File: config.mk
export PLATFORM = sky130hd
export DESIGN_NAME = sd_wide_bus_crc16_generator
export DESIGN_NICKNAME = d
export VERILOG_FILES = /design/src/sdwcrc_pkg.sv /design/src/sdwcrc_front.sv /design/src/sdwcrc_queue.sv /design/src/sdwcrc_back.sv /design/src/sd_wide_bus_crc16_generator.sv
export SDC_FILE = /design/constraint.sdc
export NUM_CORES = 1
export LEC_CHECK = 0
export BUFFER_PORTS_ARGS = -buffer_cell sky130_fd_sc_hd__buf_4
export CORE_UTILIZATION = 60
export DETAILED_ROUTE_END_ITERATION = 8
export GPL_TIMING_DRIVEN = 1
export PLACE_DENSITY = 0.76
export SETUP_SLACK_MARGIN = 0.3
export SYNTH_ARGS = -nofsm -noshare
export SYNTH_HDL_FRONTEND = slang
export SYNTH_HIERARCHICAL = 1
export SYNTH_SLANG_ARGS = --single-unit
File: constraint.sdc
create_clock -name clk -period 5.7 [get_ports clk]
set_input_delay 0.285 -clock clk [delete_from_list [all_inputs] [get_ports clk]]
set_output_delay 0.285 -clock clk [all_outputs]
set_load 0.05 [all_outputs]
File: src/sdwcrc_pkg.sv
// Shared types, constants and CRC functions for the SD wide-bus CRC16 generator.
package sdwcrc_pkg;

	// CRC16 polynomial x^16+x^12+x^5+1, taken MSB first.
	localparam logic [15:0] CRC_POLY = 16'h1021;

	// Number of data lines on the wide bus.
	localparam int NUM_LINES = 4;

	// CRC bytes sent per block, and the width of one packed CRC snapshot.
	localparam int CRC_BEATS = 8;
	localparam int SNAP_W    = 8 * CRC_BEATS;

	typedef logic [15:0] line_crc_t;
	typedef line_crc_t [NUM_LINES-1:0] crc_set_t;
	typedef logic [SNAP_W-1:0] crc_snap_t;

	// Push side of the snapshot queue.
	typedef struct packed {
		logic      push;
		crc_snap_t word;
	} snap_push_t;

	// Fill state of the snapshot queue.
	typedef struct packed {
		logic empty;
		logic full;
	} queue_status_t;

	// Shift one bit into a line register.
	function automatic line_crc_t crc_bit(input line_crc_t crc, input logic bit_in);
		line_crc_t nxt;
		nxt = {crc[14:0], 1'b0};
		if (crc[15] ^ bit_in) begin
			nxt = nxt ^ CRC_POLY;
		end
		return nxt;
	endfunction

	// Absorb one data byte: high nibble first, nibble bit n feeds line n.
	function automatic crc_set_t crc_byte_update(input crc_set_t crc, input logic [7:0] data);
		crc_set_t nxt;
		for (int n = 0; n < NUM_LINES; n++) begin
			nxt[n] = crc_bit(crc_bit(crc[n], data[4 + n]), data[n]);
		end
		return nxt;
	endfunction

	// Pack the four line registers into eight CRC bytes, first byte in the top bits.
	// Byte k holds register bit 15-2k in its high nibble and bit 14-2k in its low nibble.
	function automatic crc_snap_t crc_interleave(input crc_set_t crc);
		crc_snap_t w;
		for (int k = 0; k < CRC_BEATS; k++) begin
			for (int n = 0; n < NUM_LINES; n++) begin
				w[SNAP_W - 8 - 8 * k + 4 + n] = crc[n][15 - 2 * k];
				w[SNAP_W - 8 - 8 * k + n]     = crc[n][14 - 2 * k];
			end
		end
		return w;
	endfunction

endpackage

File: src/sdwcrc_front.sv
// Input side: absorbs data beats into the line CRCs and queues a snapshot at block end.
module sdwcrc_front
	import sdwcrc_pkg::*;
(
	input  logic          clk,
	input  logic          arst_n,
	input  logic          in_valid,
	output logic          in_stall,
	input  logic [7:0]    data_byte,
	input  logic          block_end,
	input  queue_status_t q_status,
	output snap_push_t    q_push
);

	crc_set_t crc_q;
	crc_set_t crc_next;
	logic     accept;

	// Only a closing beat needs room in the queue.
	assign in_stall = block_end & q_status.full;
	assign accept   = in_valid & ~in_stall;

	// Two bit steps per line for each data beat.
	assign crc_next = crc_byte_update(crc_q, data_byte);

	// Closing beat hands the finished CRCs to the queue.
	assign q_push.push = accept & block_end;
	assign q_push.word = crc_interleave(crc_next);

	// Line registers; cleared after each block.
	always_ff @(posedge clk or negedge arst_n) begin
		if (!arst_n) begin
			crc_q <= '0;
		end else if (accept) begin
			crc_q <= block_end ? crc_set_t'('0) : crc_next;
		end
	end

endmodule

File: src/sdwcrc_queue.sv
// Short queue of finished CRC snapshots between the input and output sides.
module sdwcrc_queue
	import sdwcrc_pkg::*;
#(
	parameter int DEPTH = 4
) (
	input  logic          clk,
	input  logic          arst_n,
	input  snap_push_t    q_push,
	input  logic          pop,
	output crc_snap_t     head,
	output queue_status_t q_status
);

	localparam int AW = (DEPTH > 1) ? $clog2(DEPTH) : 1;
	localparam int CW = $clog2(DEPTH + 1);

	crc_snap_t         slot_q [DEPTH];
	logic [AW-1:0]     wr_ptr_q;
	logic [AW-1:0]     rd_ptr_q;
	logic [CW-1:0]     count_q;
	logic              do_push;
	logic              do_pop;

	assign q_status.empty = (count_q == '0);
	assign q_status.full  = (count_q == CW'(DEPTH));
	assign head           = slot_q[rd_ptr_q];

	assign do_push = q_push.push & ~q_status.full;
	assign do_pop  = pop & ~q_status.empty;

	// Snapshot storage.
	always_ff @(posedge clk) begin
		if (do_push) begin
			slot_q[wr_ptr_q] <= q_push.word;
		end
	end

	// Pointers and fill count.
	always_ff @(posedge clk or negedge arst_n) begin
		if (!arst_n) begin
			wr_ptr_q <= '0;
			rd_ptr_q <= '0;
			count_q  <= '0;
		end else begin
			if (do_push) begin
				wr_ptr_q <= (wr_ptr_q == AW'(DEPTH - 1)) ? '0 : wr_ptr_q + 1'b1;
			end
			if (do_pop) begin
				rd_ptr_q <= (rd_ptr_q == AW'(DEPTH - 1)) ? '0 : rd_ptr_q + 1'b1;
			end
			if (do_push && !do_pop) begin
				count_q <= count_q + 1'b1;
			end else if (do_pop && !do_push) begin
				count_q <= count_q - 1'b1;
			end
		end
	end

endmodule

File: src/sdwcrc_back.sv
// Output side: sends each queued snapshot as eight CRC beats from a shift register.
module sdwcrc_back
	import sdwcrc_pkg::*;
(
	input  logic          clk,
	input  logic          arst_n,
	input  crc_snap_t     head,
	input  queue_status_t q_status,
	output logic          pop,
	output logic          out_valid,
	input  logic          out_stall,
	output logic [7:0]    crc_byte,
	output logic          crc_last
);

	localparam logic [2:0] LAST_BEAT = 3'(CRC_BEATS - 1);

	crc_snap_t  shift_q;
	logic [2:0] beat_q;
	logic       busy_q;
	logic       out_take;
	logic       done;

	assign out_valid = busy_q;
	assign crc_byte  = shift_q[SNAP_W-1 -: 8];
	assign crc_last  = (beat_q == LAST_BEAT);

	assign out_take = busy_q & ~out_stall;
	assign done     = out_take & crc_last;

	// Load a new snapshot when idle or as the current one finishes.
	assign pop = ~q_status.empty & (~busy_q | done);

	// Shift register and beat counter.
	always_ff @(posedge clk or negedge arst_n) begin
		if (!arst_n) begin
			busy_q  <= 1'b0;
			beat_q  <= '0;
			shift_q <= '0;
		end else if (pop) begin
			busy_q  <= 1'b1;
			beat_q  <= '0;
			shift_q <= head;
		end else if (done) begin
			busy_q <= 1'b0;
		end else if (out_take) begin
			beat_q  <= beat_q + 1'b1;
			shift_q <= {shift_q[SNAP_W-9:0], 8'h00};
		end
	end

endmodule

File: src/sd_wide_bus_crc16_generator.sv
// Top level of the SD wide-bus data CRC16 generator.
//
// Input channel (in_valid / in_stall): one data byte per beat with block_end marking
// the last byte of a block. Each byte updates four CRC16 registers (x^16+x^12+x^5+1,
// zero seed), one per data line, high nibble first. Output channel (out_valid /
// out_stall): after a block's last byte, eight CRC beats follow, each two bit-times
// of the four lines, high nibble first; crc_last marks the eighth. The CRCs reach the
// output via the queue and the shift register. Output runs at one beat per cycle
// while out_stall is low, so each block costs eight output beats; the line CRCs are
// cleared after every block, so the next block's data flows on at once. Finished CRCs
// wait in a queue of QUEUE_DEPTH blocks; only when it is full does a closing data
// beat stall, so sustained input is one byte per cycle as long as blocks average
// eight bytes or more and the output does not stall. A stall on the output holds the
// current beat and fills the queue; ordinary data beats keep flowing meanwhile.
// Reset clears the line CRCs, empties the queue and drops out_valid.
module sd_wide_bus_crc16_generator
	import sdwcrc_pkg::*;
#(
	parameter int QUEUE_DEPTH = 4
) (
	input  logic       clk,
	input  logic       arst_n,
	input  logic       in_valid,
	output logic       in_stall,
	input  logic [7:0] data_byte,
	input  logic       block_end,
	output logic       out_valid,
	input  logic       out_stall,
	output logic [7:0] crc_byte,
	output logic       crc_last
);

	snap_push_t    q_push;
	queue_status_t q_status;
	crc_snap_t     q_head;
	logic          q_pop;

	// CRC update and block end detection.
	sdwcrc_front u_front (
		.clk       (clk),
		.arst_n    (arst_n),
		.in_valid  (in_valid),
		.in_stall  (in_stall),
		.data_byte (data_byte),
		.block_end (block_end),
		.q_status  (q_status),
		.q_push    (q_push)
	);

	// Finished CRC snapshots.
	sdwcrc_queue #(
		.DEPTH (QUEUE_DEPTH)
	) u_queue (
		.clk      (clk),
		.arst_n   (arst_n),
		.q_push   (q_push),
		.pop      (q_pop),
		.head     (q_head),
		.q_status (q_status)
	);

	// CRC beat serializer.
	sdwcrc_back u_back (
		.clk       (clk),
		.arst_n    (arst_n),
		.head      (q_head),
		.q_status  (q_status),
		.pop       (q_pop),
		.out_valid (out_valid),
		.out_stall (out_stall),
		.crc_byte  (crc_byte),
		.crc_last  (crc_last)
	);

endmodule

==> metrics.txt <==
Synth Instances 966; final worst-path cycle share 57.5%; Post-synth top flop edfxtp_1; number of global-route vias before repair 8,513; Routed Wire Length 31,400 µm; most numerous cell in the Yosys netlist edfxtp_1; PD cells 480 mW/mm²; initial antenna violation count 0; Clock Latency Late Sink 530 ps; drt initial violations 868; Total Nets Final 949; row count 60; Synth cell types 38; Hold Crit Class primary input to flip-flop; WL per Instance 24.2 µm; Post-Syn Nets 988; flop and latch count out of synthesis 395; post-CTS setup buffer count 0; Async S/R FF share, synth 35.2%; met2 usage 36.6%; min cycle time layout 3280 ps; critical path fanouts, max 35; CTS tree yes; crit path DAT 3670 ps; Max Cap Viol 0; CP max stage delay 540 ps; Worst setup EP type flip-flop; CP Launch Type flip-flop; H-tree levels 2; VDD IR-drop max 0.307 mV; met1 Usage GRT 33.8%; EDFF count, synth 256; Post-synth top cells 256 x edfxtp_1, 139 x dfrtp_1, 64 x a22o_1, 64 x mux4_2; drt pass-1 iters 5; endpoints failing hold 0; Area growth syn-to-layout 7.49%; syn_area_per_cell 17.0 µm²; CTS max path bufs 3; Post-Syn Area 0.0164 mm²; post-route setup TNS 0 ps; dominant cell type by area after synthesis edfxtp_1; CTS sink count 395; dpl cells 1,225; # setup viols final 0; share of cells above drive strength 1 21.5%; slowest stage cell, crit path ha_2; Slew @ Worst Pin 1120 ps; gr usage total 23.1%; CP required 6090 ps; Non-Filler Instances 1,299; met3 Usage GRT 3.24%; total core area 0.0269 mm²; # diodes 0; Die Y 167 µm; global-route wire length before repair 49,200 µm; TritonCTS Buffers 40; largest net degree at the start of global routing 91; GRT Residual Overflow 0; DP HPWL 16,300 µm; Yosys warning total 6; PortBufs 23; CP most frequent cell ha_1; DRC 0; status completed; Via density 6.47; Clock Pin Slew Worst Setup and Hold Paths 60 ps; IO Count 24; fin util 65.5%; gpl congestion 0.744; crit path cell chain ha_1, ha_2, buf_4, nor2b_4, o21ai_4, inv_2, o31ai_4, ha_1, inv_1, fa_1, mux2_2; Die W 167 µm; register area share after synthesis 68.2%; FILL cells 1,762; Slew Limit Headroom 25.5%; RSZ-0062 raised after global routing no; Antenna Violating Nets Remaining 0; top-area cell type share of the netlist area 46.9%; Root Driver clkbuf_16; top post-synthesis cells by area edfxtp_1 47%, dfrtp_1 21%, mux4_2 8.8%, a22o_1 3.4%, buf_4 2.7%; Initial Util 60.9%; routed vias 8,410; max-slew violation count 0; GR peak layer met2; WS Path Type flip-flop to flip-flop; Clock Skew 21.9 ps; Die ar. 0.0280 mm²; f_max 0.305 GHz; leak pwr 6.22 nW
## layout by cell type (no fill, tap or decap), drive strengths merged, types with 4 or more instances in the layout
cell type,instances
inv,15
o21ai,60
dfrtp,139
buf,33
nor2b,60
o221a,56
ha,8
nand2,10
clkbuf,58
nor2,6
nor3,59
xnor2,25
edfxtp,256
bufinv,4
a22o,64
and2,4
mux2,4
mux4,64
clkinv,11
o31ai,9
## area by class of cell
cell class	instances	area (µm²)	share of cell area (%)
Clock inverter	15	178	1.01
Clock buffer	58	1120	6.37
Sequential cell	395	11200	63.4
Multi-Input combinational cell	441	4390	24.9
Inverter	15	56.3	0.320
Tap cell	341	427	2.42
Timing Repair Buffer	34	262	1.49
## per-layer routing
metal | part of all wire (%) | vias up
li1 | - | 3675
met1 | 44 | 4359
met2 | 48 | 324
met3 | 6.4 | 52
met4 | 2.3 | 0
met5 | 0 | -
## state kept, by name, indices dropped and copies added (netlist names)
register          cells
u_queue/rd_ptr_q      2
u_back/shift_q       64
u_front/crc_q        64
u_back/out_valid      1
u_queue/wr_ptr_q      2
u_queue/count_q       3
u_back/beat_q         3
u_queue/slot_q      256
## stage by stage
stage          cell area [µm²]  setup slack [ps]  total power (W)  hold WS, ps
4_1_cts                  17600              2420          0.00851         99.4
2_1_floorplan            16400              1230          0.00554        -10.6
6_report                 17600              2420          0.00845          113
3_3_place_gp             16300              2470          0.00586          437
5_1_grt                  17600              2220          0.00879          114
3_5_place_dp             16300              2440          0.00592          437
## path summary, 6_finish.rpt
path	from	to	slack (ps)	cells after the start
worst min register to register	u_back/shift_q[1]	u_back/shift_q[1]	520	1
worst min-delay path	block_end	u_front/crc_q[33]	110	2
worst max-delay path	u_back/beat_q[0]	u_queue/count_q[1]	2420	11
min in group asynchronous	arst_n	u_back/shift_q[40]	420	2
worst max register to register	u_back/beat_q[0]	u_queue/count_q[1]	2420	11
max in group asynchronous	arst_n	u_back/out_valid	3940	3
## repair_timing
item / in CTS / in global routing
hold buffers: 1 / 0
gates resized for setup: 0 / 0
hold endpoints to repair: 89 / 0
## worst max-delay path: cells and delay by family (launching register included)
kind / cells / cell delay [ps]
fa+ha+maj: 4 / 1320
buf+inv: 3 / 720
mux: 1 / 260
compound gates: 2 / 180
simple gates: 1 / 260
flops: 1 / 380
## power breakdown
group | internal [W] | total (W) | switching [W]
registers | 0.00366 | 0.00414 | 0.000475
clock network | 0.00155 | 0.00258 | 0.00103
logic | 0.000851 | 0.00173 | 0.000878
## cell families (layout without fill, tap and decap cells)
| logic type | count (synthesis) | in the layout | synth area share [%] |
|---|---|---|---|
| flops | 395 | 395 | 68.2 |
| compound gates | 197 | 197 | 10.1 |
| simple gates | 140 | 140 | 4.82 |
| buf+inv | 130 | 122 | 5.29 |
| mux | 68 | 68 | 9.12 |
| xor+xnor | 27 | 27 | 1.81 |
| fa+ha+maj | 9 | 9 | 0.733 |
Power figures use the tool's default switching activity.
